`src/rtl/core/pndc_pkg.sv`:
```
// ----------------------------------------------------------------------------
// pndc_pkg
// Shared constants, codes, state type and tanh table entry function for the
// proximity neural drive controller.
// ----------------------------------------------------------------------------
`default_nettype none

package pndc_pkg;

    localparam int NUM_INPUTS_DEF   = 8;
    localparam int MAX_HIDDEN_DEF   = 8;
    localparam int WEIGHT_DEPTH_DEF = 128;
    localparam int TANH_ENTRIES_DEF = 256;

    localparam int SENSOR_W   = 12;
    localparam int ACT_W      = 15;
    localparam int WEIGHT_W   = 16;
    localparam int SPEED_W    = 11;
    localparam int SCALE_W    = 10;
    localparam int ACC_W      = 40;
    localparam int CFG_W      = 16;
    localparam int CFG_IDX_W  = 3;
    localparam int IN_DATA_W  = 120;
    localparam int OUT_DATA_W = 40;

    // tdata layout of the input beat
    localparam int IDX_LSB    = 0;
    localparam int VAL_LSB    = 7;
    localparam int SENSOR_LSB = 23;

    localparam logic [1:0] OP_LOAD_WEIGHT = 2'd0;
    localparam logic [1:0] OP_LOAD_OFFSET = 2'd1;
    localparam logic [1:0] OP_EVALUATE    = 2'd2;

    localparam logic [CFG_IDX_W-1:0] CFG_HIDDEN_COUNT = 3'd0;
    localparam logic [CFG_IDX_W-1:0] CFG_RANGE_RECIP  = 3'd1;
    localparam logic [CFG_IDX_W-1:0] CFG_SPEED_SCALE  = 3'd2;
    localparam logic [CFG_IDX_W-1:0] CFG_STOP_LEVEL   = 3'd3;
    localparam logic [CFG_IDX_W-1:0] CFG_OBST_THRESH  = 3'd4;

    typedef enum logic [2:0] {
        ST_IDLE,
        ST_MAC,
        ST_DRAIN,
        ST_TANH_MAG,
        ST_TANH_IDX,
        ST_TANH_OUT,
        ST_SPEED
    } mac_state_t;

    localparam longint Q30_ONE = 64'sd1 << 30;

    // restoring divide for nonnegative operands, used when building the table
    function automatic longint udiv(input longint n, input longint d);
        longint q;
        longint r;
        int     b;
        q = 0;
        r = 0;
        for (b = 62; b >= 0; b--) begin
            r = (r <<< 1) | ((n >>> b) & 64'sd1);
            if (r >= d) begin
                r = r - d;
                q = q | (64'sd1 <<< b);
            end
        end
        return q;
    endfunction

    // t is x/4 in Q30; result is round(32768*tanh(x)) capped, x = 4i/entries
    function automatic logic [ACT_W-1:0] tanh_entry(input longint t);
        longint term;
        longint sum;
        longint e;
        longint num;
        longint den;
        longint v;
        int     k;
        int     n;
        term = Q30_ONE;
        sum  = Q30_ONE;
        for (k = 1; k <= 20; k++) begin
            term = udiv((term * t) >>> 30, longint'(k));
            if ((k & 1) == 1) sum = sum - term;
            else              sum = sum + term;
        end
        e = (sum < 0) ? 64'sd0 : sum;
        for (n = 0; n < 3; n++) e = (e * e) >>> 30;
        num = (Q30_ONE - e) * 32768;
        den = Q30_ONE + e;
        v   = udiv(num + (den >>> 1), den);
        if (v > 32767) v = 32767;
        if (v < 0)     v = 0;
        return v[ACT_W-1:0];
    endfunction

endpackage

`default_nettype wire

```
`src/rtl/core/pndc_lane.sv`:
```
// ----------------------------------------------------------------------------
// pndc_lane
// One sensor lane: offset removal, clamp at zero, unsigned Q0.15 normalization and
// obstacle compare.
// ----------------------------------------------------------------------------
`default_nettype none

module pndc_lane
    import pndc_pkg::*;
(
    input  wire logic [SENSOR_W-1:0] sensor,
    input  wire logic [SENSOR_W-1:0] offset,
    input  wire logic [15:0]         range_reciprocal,
    input  wire logic [SENSOR_W-1:0] obst_limit,
    output logic      [ACT_W-1:0]    act,
    output logic                     over
);

    logic [SENSOR_W-1:0]    diff;
    logic [SENSOR_W+15:0]   scaled;
    logic [SENSOR_W+14:0]   half;

    always_comb begin
        diff   = (sensor > offset) ? sensor - offset : '0;
        scaled = (SENSOR_W+16)'(diff) * (SENSOR_W+16)'(range_reciprocal);
        half   = scaled[SENSOR_W+15:1];
        act    = (half > (SENSOR_W+15)'(32767)) ? ACT_W'(32767) : half[ACT_W-1:0];
        over   = diff > obst_limit;
    end

endmodule

`default_nettype wire

```
`config.mk`:
```
export PLATFORM = sky130hd
export DESIGN_NAME = pndc_lane
export DESIGN_NICKNAME = d
export VERILOG_FILES = /design/src/rtl/core/pndc_pkg.sv /design/src/rtl/core/pndc_lane.sv
export SDC_FILE = /design/constraint.sdc
export NUM_CORES = 1
export LEC_CHECK = 0
export BUFFER_PORTS_ARGS = -buffer_cell sky130_fd_sc_hd__buf_2
export CORE_MARGIN = 3
export CORE_UTILIZATION = 55
export DETAILED_ROUTE_END_ITERATION = 6
export PLACE_DENSITY_LB_ADDON = 0.2
export SETUP_SLACK_MARGIN = 0.4
export SLEW_MARGIN = 20
export SYNTH_ARGS = -nofsm -noshare
export SYNTH_HDL_FRONTEND = slang
export SYNTH_SLANG_ARGS = --single-unit
```
`constraint.sdc`:
```
create_clock -name vclk -period 14.4
set_input_delay 0.72 -clock vclk [all_inputs]
set_output_delay 0.72 -clock vclk [all_outputs]
set_load 0.005 [all_outputs]
```
==> results.yml <==
timing:
  slew_headroom_pct: 35.28
  worst_slew_pin_slew_ns: 0.9661
  whs_ns: 1.988
  final_max_slew_viol_count: 0
  rsz0062_at_grt: "no"
  setup_tns_ns: 0
  period_needed_ns: 10.34
  setup_viol: 0
  fmax_mhz: 96.72
  finalHoldViolCount: 0
  finalCritPeriodShare_pct: 71.80
global_routing:
  grt_usage_pct: 26.57
  grt_pass1_wl_um: 32450
  grt_pass1_vias: 6662
  grt_max_degree: 82
  met3_usage_pct: 1.693
  globalRoute.totalOverflow: 0
  antenna_found_initial: 0
  use_met1_pct: 37.21
  grt.busiest_layer: "met2"
  use_met2_pct: 47.03
power:
  peakVddDrop_mv: 0.1248
  p_per_area_mw_per_mm2: 129.4
  power.leakage_nw: 4.430
layout:
  design_area_mm2: 0.007990
  fin_nets: 1271
  post_layout_nonfiller_instances: 1162
  layout_commonest_cell: "inv_1"
  syn_to_final_growth_pct: 5.781
  layout-drive-gt1-share_pct: 8.722
  clockBufferCount: 0
  antenna_cells: 0
  n_sequential_cell: 0
  n_fill_cell: 1277
  ff_latch_area_um2: 0
  mostFrequentLayoutCells: "213 x inv_1, 148 x nand2_1, 141 x fa_1"
hold_path:
  min_path_type: "input pin to output port"
worst_setup_path:
  cpPeakStageDelay_ns: 0.82
  critPathLaunchType: "input pin"
  startpoint: "offset[0]"
  critPathMaxFanout: 81
  timing.critical_path.mode_cell: "fa_1"
  critical_path_required_ns: 13.68
  critPathCaptureType: "output port"
  cp-endpoint: "act[11]"
  slowest_stage: "and2_0"
  arrival_ns: 9.62
  worstSetupPathType: "input pin to output port"
die:
  num_io_pins: 68
  core_area_mm2: 0.01335
  die_w_um: 123.2
  fp-row-count: 42
  start_util_pct: 56.59
  die_area_mm2: 0.01518
  die_h_um: 123.2
yosys:
  synthesis.area_mm2: 0.007553
  syn_nets: 1242
  synthCells: 959
  synth.distinct_cells: 57
  synth_area_per_cell_um2: 7.876
  ys_warn_count: 0
  synth-seq-area-share_pct: 0
detailed_routing:
  first_pass_iters: 5
  drc: 0
  viasPerCell: 5.682
  dr_total_vias: 6602
  routed_wl_um: 18890
  ant_nets: 0
  drt-initial-drc-count: 528
  wl_per_cell_um: 16.26
clock_tree:
  cts_resized: 0
  post_cts_buffers: 0
  ctsHoldBuffers: 0
placement:
  place_area_mm2: 0.007990
  io_buffers: 68
  dp.cells: 1162
  gp_congestion: 0.8817
  hpwlAfterDp_um: 15360
outcome:
  outcome: "finished clean"
job:
  drv_cap: 0
-- synthesized netlist by cell type (all sizes together) (3+ instances only) --
cell / number / area share (%)
a211o: 3 / 0.35
and3: 57 / 4.7
nand2b: 8 / 0.66
clkbuf: 42 / 2.1
o21a: 4 / 0.40
xor2: 7 / 0.81
nor3: 12 / 0.80
a211oi: 6 / 0.60
fa: 141 / 37
nor2b: 6 / 0.50
a31oi: 5 / 0.41
nand3: 30 / 2.0
a21o: 18 / 1.8
o31ai: 6 / 0.66
a21oi: 37 / 2.5
xnor2: 16 / 1.9
o22ai: 3 / 0.25
nand2: 148 / 7.4
buf: 5 / 0.48
and2: 17 / 1.4
inv: 213 / 11
nand4: 10 / 1.1
o21ai: 17 / 1.1
o211ai: 3 / 0.30
nor2: 19 / 0.94
ha: 90 / 15
or3: 5 / 0.41
-- layout make-up --
type / instances / area [um^2] / share of cell area [%]
multi-input combinational: 699 / 6585 / 82.41
timing repair buffer: 74 / 385.4 / 4.823
tap: 176 / 220.2 / 2.756
inverter: 213 / 799.5 / 10.01
-- logic make-up after synthesis --
| logic type | count (synthesis) | synth area share (%) |
|---|---|---|
| simple gates | 321 | 20.99 |
| buf+inv | 260 | 13.15 |
| fa+ha+maj | 231 | 52.28 |
| compound gates | 123 | 10.77 |
| xor+xnor | 23 | 2.667 |
| mux | 1 | 0.1491 |
-- per-stage QoR --
step                setup WS (ns)  total power, mW  util, %
floorplan                   5.881           0.7998        -
global placement            4.430            1.024    59.86
detailed placement          4.208            1.028    59.86
CTS                         4.194            1.037    59.86
global route                3.446            1.197    59.86
finish                      4.061            1.034    59.86
-- worst min path at each step --
stage	start	endpoint	slack [ns]	depth (start not counted)
global route	obst_limit[11]	over	2.04	6
finish	obst_limit[11]	over	1.99	6
global placement	obst_limit[11]	over	1.99	6
CTS	obst_limit[11]	over	1.99	6
detailed placement	obst_limit[11]	over	1.99	6
floorplan	obst_limit[11]	over	1.75	4
-- power breakdown --
| part | total (mW) | internal [mW] | switching [mW] |
|---|---|---|---|
| Combinational | 1.03 | 0.385 | 0.649 |
| Clock | 0 | 0 | 0 |
| Sequential | 0 | 0 | 0 |
| Total | 1.03 | 0.385 | 0.649 |
-- per-layer routing --
layer	up-vias	wire, um
met2	208	9569
met5	-	0
met4	0	255
li1	3093	-
met1	3273	8015
met3	28	1054
-- worst max-delay path: cells and delay by family --
family | cells | cell delay, ns
fa+ha+maj | 8 | 3.61
buf+inv | 6 | 0.90
compound gates | 8 | 1.96
simple gates | 8 | 2.43
No activity file was read; power rests on OpenSTA's default activity.
