File: src/rtl/core/pndc_pkg.sv
// ----------------------------------------------------------------------------
// pndc_pkg
// Shared constants, codes, state type and tanh table entry function for the
// proximity neural drive controller.
// ----------------------------------------------------------------------------
`default_nettype none

package pndc_pkg;

    localparam int NUM_INPUTS_DEF   = 8;
    localparam int MAX_HIDDEN_DEF   = 8;
    localparam int WEIGHT_DEPTH_DEF = 128;
    localparam int TANH_ENTRIES_DEF = 256;

    localparam int SENSOR_W   = 12;
    localparam int ACT_W      = 15;
    localparam int WEIGHT_W   = 16;
    localparam int SPEED_W    = 11;
    localparam int SCALE_W    = 10;
    localparam int ACC_W      = 40;
    localparam int CFG_W      = 16;
    localparam int CFG_IDX_W  = 3;
    localparam int IN_DATA_W  = 120;
    localparam int OUT_DATA_W = 40;

    // tdata layout of the input beat
    localparam int IDX_LSB    = 0;
    localparam int VAL_LSB    = 7;
    localparam int SENSOR_LSB = 23;

    localparam logic [1:0] OP_LOAD_WEIGHT = 2'd0;
    localparam logic [1:0] OP_LOAD_OFFSET = 2'd1;
    localparam logic [1:0] OP_EVALUATE    = 2'd2;

    localparam logic [CFG_IDX_W-1:0] CFG_HIDDEN_COUNT = 3'd0;
    localparam logic [CFG_IDX_W-1:0] CFG_RANGE_RECIP  = 3'd1;
    localparam logic [CFG_IDX_W-1:0] CFG_SPEED_SCALE  = 3'd2;
    localparam logic [CFG_IDX_W-1:0] CFG_STOP_LEVEL   = 3'd3;
    localparam logic [CFG_IDX_W-1:0] CFG_OBST_THRESH  = 3'd4;

    typedef enum logic [2:0] {
        ST_IDLE,
        ST_MAC,
        ST_DRAIN,
        ST_TANH_MAG,
        ST_TANH_IDX,
        ST_TANH_OUT,
        ST_SPEED
    } mac_state_t;

    localparam longint Q30_ONE = 64'sd1 << 30;

    // restoring divide for nonnegative operands, used when building the table
    function automatic longint udiv(input longint n, input longint d);
        longint q;
        longint r;
        int     b;
        q = 0;
        r = 0;
        for (b = 62; b >= 0; b--) begin
            r = (r <<< 1) | ((n >>> b) & 64'sd1);
            if (r >= d) begin
                r = r - d;
                q = q | (64'sd1 <<< b);
            end
        end
        return q;
    endfunction

    // t is x/4 in Q30; result is round(32768*tanh(x)) capped, x = 4i/entries
    function automatic logic [ACT_W-1:0] tanh_entry(input longint t);
        longint term;
        longint sum;
        longint e;
        longint num;
        longint den;
        longint v;
        int     k;
        int     n;
        term = Q30_ONE;
        sum  = Q30_ONE;
        for (k = 1; k <= 20; k++) begin
            term = udiv((term * t) >>> 30, longint'(k));
            if ((k & 1) == 1) sum = sum - term;
            else              sum = sum + term;
        end
        e = (sum < 0) ? 64'sd0 : sum;
        for (n = 0; n < 3; n++) e = (e * e) >>> 30;
        num = (Q30_ONE - e) * 32768;
        den = Q30_ONE + e;
        v   = udiv(num + (den >>> 1), den);
        if (v > 32767) v = 32767;
        if (v < 0)     v = 0;
        return v[ACT_W-1:0];
    endfunction

endpackage

`default_nettype wire

File: src/rtl/core/pndc_merge.sv
// ----------------------------------------------------------------------------
// pndc_merge
// Registers the lane results of an evaluate beat, then folds them into the
// maximum activation and the obstacle flag.
// ----------------------------------------------------------------------------
`default_nettype none

module pndc_merge
    import pndc_pkg::*;
#(
    parameter int NUM_INPUTS = NUM_INPUTS_DEF
) (
    input  wire logic             aclk,
    input  wire logic             aresetn,
    input  wire logic             capture,
    input  wire logic [ACT_W-1:0] lane_act [NUM_INPUTS],
    input  wire logic             lane_over [NUM_INPUTS],
    output logic      [ACT_W-1:0] act [NUM_INPUTS],
    output logic      [ACT_W-1:0] max_act,
    output logic                  flag,
    output logic                  start,
    output logic                  busy
);

    logic [ACT_W-1:0] act_reg [NUM_INPUTS];
    logic             over_reg [NUM_INPUTS];
    logic [ACT_W-1:0] max_reg;
    logic             flag_reg;
    logic             start_reg;
    logic [ACT_W-1:0] max_next;
    logic             flag_next;

    always_comb begin
        max_next  = '0;
        flag_next = 1'b0;
        for (int j = 0; j < NUM_INPUTS; j++) begin
            if (act_reg[j] > max_next) max_next = act_reg[j];
            flag_next = flag_next | over_reg[j];
        end
    end

    always_ff @(posedge aclk) begin
        if (!aresetn) begin
            start_reg <= 1'b0;
        end else begin
            start_reg <= capture;
        end
    end

    always_ff @(posedge aclk) begin
        if (capture) begin
            act_reg  <= lane_act;
            over_reg <= lane_over;
        end
        if (start_reg) begin
            max_reg  <= max_next;
            flag_reg <= flag_next;
        end
    end

    assign act     = act_reg;
    assign max_act = max_reg;
    assign flag    = flag_reg;
    assign start   = start_reg;
    assign busy    = start_reg;

endmodule

`default_nettype wire

File: config.mk
export PLATFORM = sky130hd
export DESIGN_NAME = pndc_merge
export DESIGN_NICKNAME = d
export VERILOG_FILES = /design/src/rtl/core/pndc_pkg.sv /design/src/rtl/core/pndc_merge.sv
export SDC_FILE = /design/constraint.sdc
export NUM_CORES = 1
export LEC_CHECK = 0
export ABC_CLOCK_PERIOD_IN_PS = 15700
export BUFFER_PORTS_ARGS = -buffer_cell sky130_fd_sc_hd__buf_2
export CORE_MARGIN = 3
export CORE_UTILIZATION = 40
export DETAILED_ROUTE_END_ITERATION = 12
export GPL_TIMING_DRIVEN = 0
export PLACE_DENSITY_LB_ADDON = 0.3
export SYNTH_ARGS = -nofsm -noshare
export SYNTH_HDL_FRONTEND = slang
export SYNTH_SLANG_ARGS = --single-unit
File: constraint.sdc
create_clock -name aclk -period 15.7 [get_ports aclk]
set_input_delay 0.785 -clock aclk [delete_from_list [all_inputs] [get_ports aclk]]
set_output_delay 0.785 -clock aclk [all_outputs]
set_load 0.05 [all_outputs]
==> run_results.csv <==
group,metric,value,unit
drt,vias,7940,
synth,synth-edff-count,144,
power,power_leakage,5.55,nW
drt,drt_iter0_drc,611,
power,p_per_area,204,nW/µm²
worst_setup_path,critical-path-max-stage-delay,0.55,ns
worst_setup_path,worstPathMaxFanout,10,
worst_setup_path,reg2reg_slack,0.64,ns
drt,wire_per_inst,17.6,µm
synth,synth_top_cell_by_area,"edfxtp_1",
worst_setup_path,r2r_cells,76,
min_path,hold_path_class,"primary input to flop",
clocking,cts_max_path_buffers,2,
synth,yosys_warnings,0,
final_layout,largest_reg_flops,120,
floorplanning,start_util,0.410,
floorplanning,die_area,25200,µm²
global_route,grt_start_max_net_pins,89,
worst_setup_path,r2r_end,"max_act[7]",
run_status,status,"finished clean",
synth,synthFlopType,"edfxtp_1",
global_route,globalRouteMet1Util,0.261,
sta,hold_viol_final,0,
clocking,ctsHoldBuffers,0,
clocking,cts_tree,"done",
global_route,grt_pass1_wl,40700,µm
clocking,cts_sinks,145,
synth,avgSynthCellArea,11.1,µm²
synth,synthTopCellsByArea,"edfxtp_1 (46%), ha_1 (11%), mux2i_1 (3.6%)",
global_route,grt_pass1_vias,7823,
synth,synth_nets,1047,
clocking,root_buffer,"clkbuf_16",
global_route,use_met3,0.0404,
synth,yosysSeqAreaShare,0.466,
power,finalPower,2.55,mW
drt,drc,0,
worst_setup_path,cp-startpoint,"act[92]",
worst_setup_path,crit_arrival,15.23,ns
synth,synthCells,837,
synth,yosysUniqueCellTypes,100,
sta,maxSlewHeadroom,0.456,
drt,antenna_left,0,
power,vdd_drop_max,0.101,mV
final_layout,fin_nets,1388,
global_route,grt_usage,0.200,
sta,worst_slew_pin_slew,0.814,ns
sta,fin_crit_sh,0.959,
worst_setup_path,cp-start-kind,"flop",
clocking,clk_latency,0.43,ns
worst_setup_path,cp-end-kind,"flop",
sta,tns,0,ns
floorplanning,core,22800,µm²
final_layout,area_growth,34.0,%
global_route,top_usage_layer,"met2",
worst_setup_path,slowest_stage,"or4_1",
synth,yosysTopAreaCellShare,0.463,
placement,dpl.hpwl,19700,µm
global_route,gr-total-overflow,0,
drt,drtPass1Iterations,5,
worst_setup_path,crit_type,"flop to flop",
sta,max_freq,66.4,MHz
global_route,antenna_found_initial,4,
flow_run,maxCapViolCount,0,
drt,wirelength,26600,µm
floorplanning,die_h,159,µm
worst_setup_path,worstReg2RegStart,"act[92]",
drt,viasPerCell,5.28,
worst_setup_path,endpoint,"max_act[7]",
sta,fin_crit,15.06,ns
synth,synthesis.area,9330,µm²
clocking,htreeDepth,4,
synth,synth_async_sr_flop_share,0,
global_route,use_met2,0.341,
sta,setup_viol,0,
placement,port_buffers,268,
placement,gp_congestion,0.869,
synth,ys_ff_latch,145,
floorplanning,io_pins,269,
sta,slew_violations,0,
final_layout,fin_util,0.549,
clocking,cts.clk_slew.worst_paths,0.07,ns
floorplanning,die_w,159,µm
floorplanning,rows,55,
final_layout,drive_gt1_frac,0.415,
worst_setup_path,critPathRequiredTime,15.87,ns
sta,clock-skew-final,0.0127,ns
clocking,numCtsBuffers,17,
## routing by layer
metal  routed length, µm  up-vias  share of wire
met4                 503        6          0.019
met2               12800      274           0.48
li1                    -     3835              -
met1               11500     3785           0.43
met3                1640       40          0.062
met5                  29        -         0.0011
## cells by family (layout without fill, tap and decap cells)
kind of cell / after synthesis / count (layout) / synth area share
fa+ha+maj: 87 / 87 / 0.115
compound gates: 207 / 208 / 0.161
simple gates: 219 / 219 / 0.126
buf+inv: 106 / 459 / 0.0514
other cells: 0 / 1 / 0
mux: 58 / 58 / 0.0673
xor+xnor: 15 / 15 / 0.0141
flops: 145 / 145 / 0.466
## metrics by stage
stage / hold WS (ns) / std cells / instance area [µm²] / setup WS, ns
CTS: 0.507 / 1481 / 12100 / 0.00985
detailed placement: 0.522 / 1419 / 11100 / -2.66
floorplan: 0.480 / 837 / 9330 / 0.0848
finish: 0.519 / 1505 / 12500 / 0.637
global route: 0.503 / 1505 / 12500 / -0.158
global placement: 0.501 / 1418 / 11100 / -2.31
## worst min path at each step
stage,depth (start not counted),to,startpoint
after floorplan,2,flag,over_reg[0]
after global placement,2,flag,over_reg[1]
after detailed placement,2,flag,over_reg[4]
after CTS,1,act[116],lane_act[116]
after global routing,1,act[86],lane_act[86]
final,1,act[70],lane_act[70]
## synth_stat cells (4+ instances only)
cell	number
mux2_2	21
and3_1	10
a211oi_1	10
maj3_1	7
clkbuf_1	8
and2_1	6
nand2_1	58
o211ai_1	7
a21o_1	11
a22oi_1	4
nand4_1	13
o2111ai_1	4
o21ai_0	35
mux2i_1	34
nand2b_1	5
o31ai_1	4
or2_2	6
buf_6	5
nor2b_1	8
nor2_1	54
edfxtp_1	144
ha_1	79
a31oi_1	6
a21o_2	5
xnor2_1	10
a21oi_1	61
and3_2	4
inv_1	87
o211a_1	5
nand3_1	17
nor3_1	6
o21a_1	5
xor2_1	5
## layout by cell type (no fill, tap or decap), types with 5 or more instances in the layout
cell type and n:
nor2_1 44, buf_2 268, nand3_1 17, o21ai_0 28, nand2_1 58, ha_1 75
nor2_4 7, clkinv_8 7, nor2b_1 8, o21ai_1 6, clkbuf_16 17, o211ai_1 7
mux2i_1 30, and3_1 10, inv_1 87, buf_6 9, edfxtp_1 144, a211oi_1 6
buf_4 54, or2_2 5, a21oi_2 12, nand4_1 13, and2_1 5, a21o_1 11
nor3_1 6, a21o_2 6, nand2b_1 5, maj3_1 7, mux2_2 21, a21oi_1 48
o211a_1 5, xnor2_1 10, xor2_1 5
## where the power goes
part | total (mW) | switching [mW] | leakage [nW] | internal [mW]
logic | 1.58 | 0.904 | 3.83 | 0.675
clock network | 0.432 | 0.199 | 0.309 | 0.233
registers | 0.536 | 0.0341 | 1.41 | 0.502
## critical path: cells and delay by family, from the launching register on
| kind | cells | cell delay [ns] |
|---|---|---|
| AO/OA/AOI/OAI | 22 | 4.41 |
| adder cells (fa/ha/maj) | 7 | 1.76 |
| buffers and inverters | 18 | 2.41 |
| flip-flops | 1 | 0.47 |
| multiplexers | 5 | 1.11 |
| AND/OR/NAND/NOR | 24 | 4.59 |
## what timing repair did
item,CTS,global route
pin swaps,13,22
gates cloned,0,2
hold endpoints to repair,0,0
setup buffers,30,23
gates resized for setup,40,52
setup endpoints to repair,15,15
## area by class of cell
class | instances | area (µm²)
Clock buffer | 17 | 425
Fill cell | 2001 | 10300
Timing Repair Buffer | 323 | 1780
Sequential cell | 145 | 4340
Multi-Input combinational cell | 587 | 4830
Tap cell | 313 | 392
Buffer | 17 | 183
Antenna cell | 1 | 2.50
Clock inverter | 15 | 215
Inverter | 87 | 327
Power figures use the tool's default switching activity.
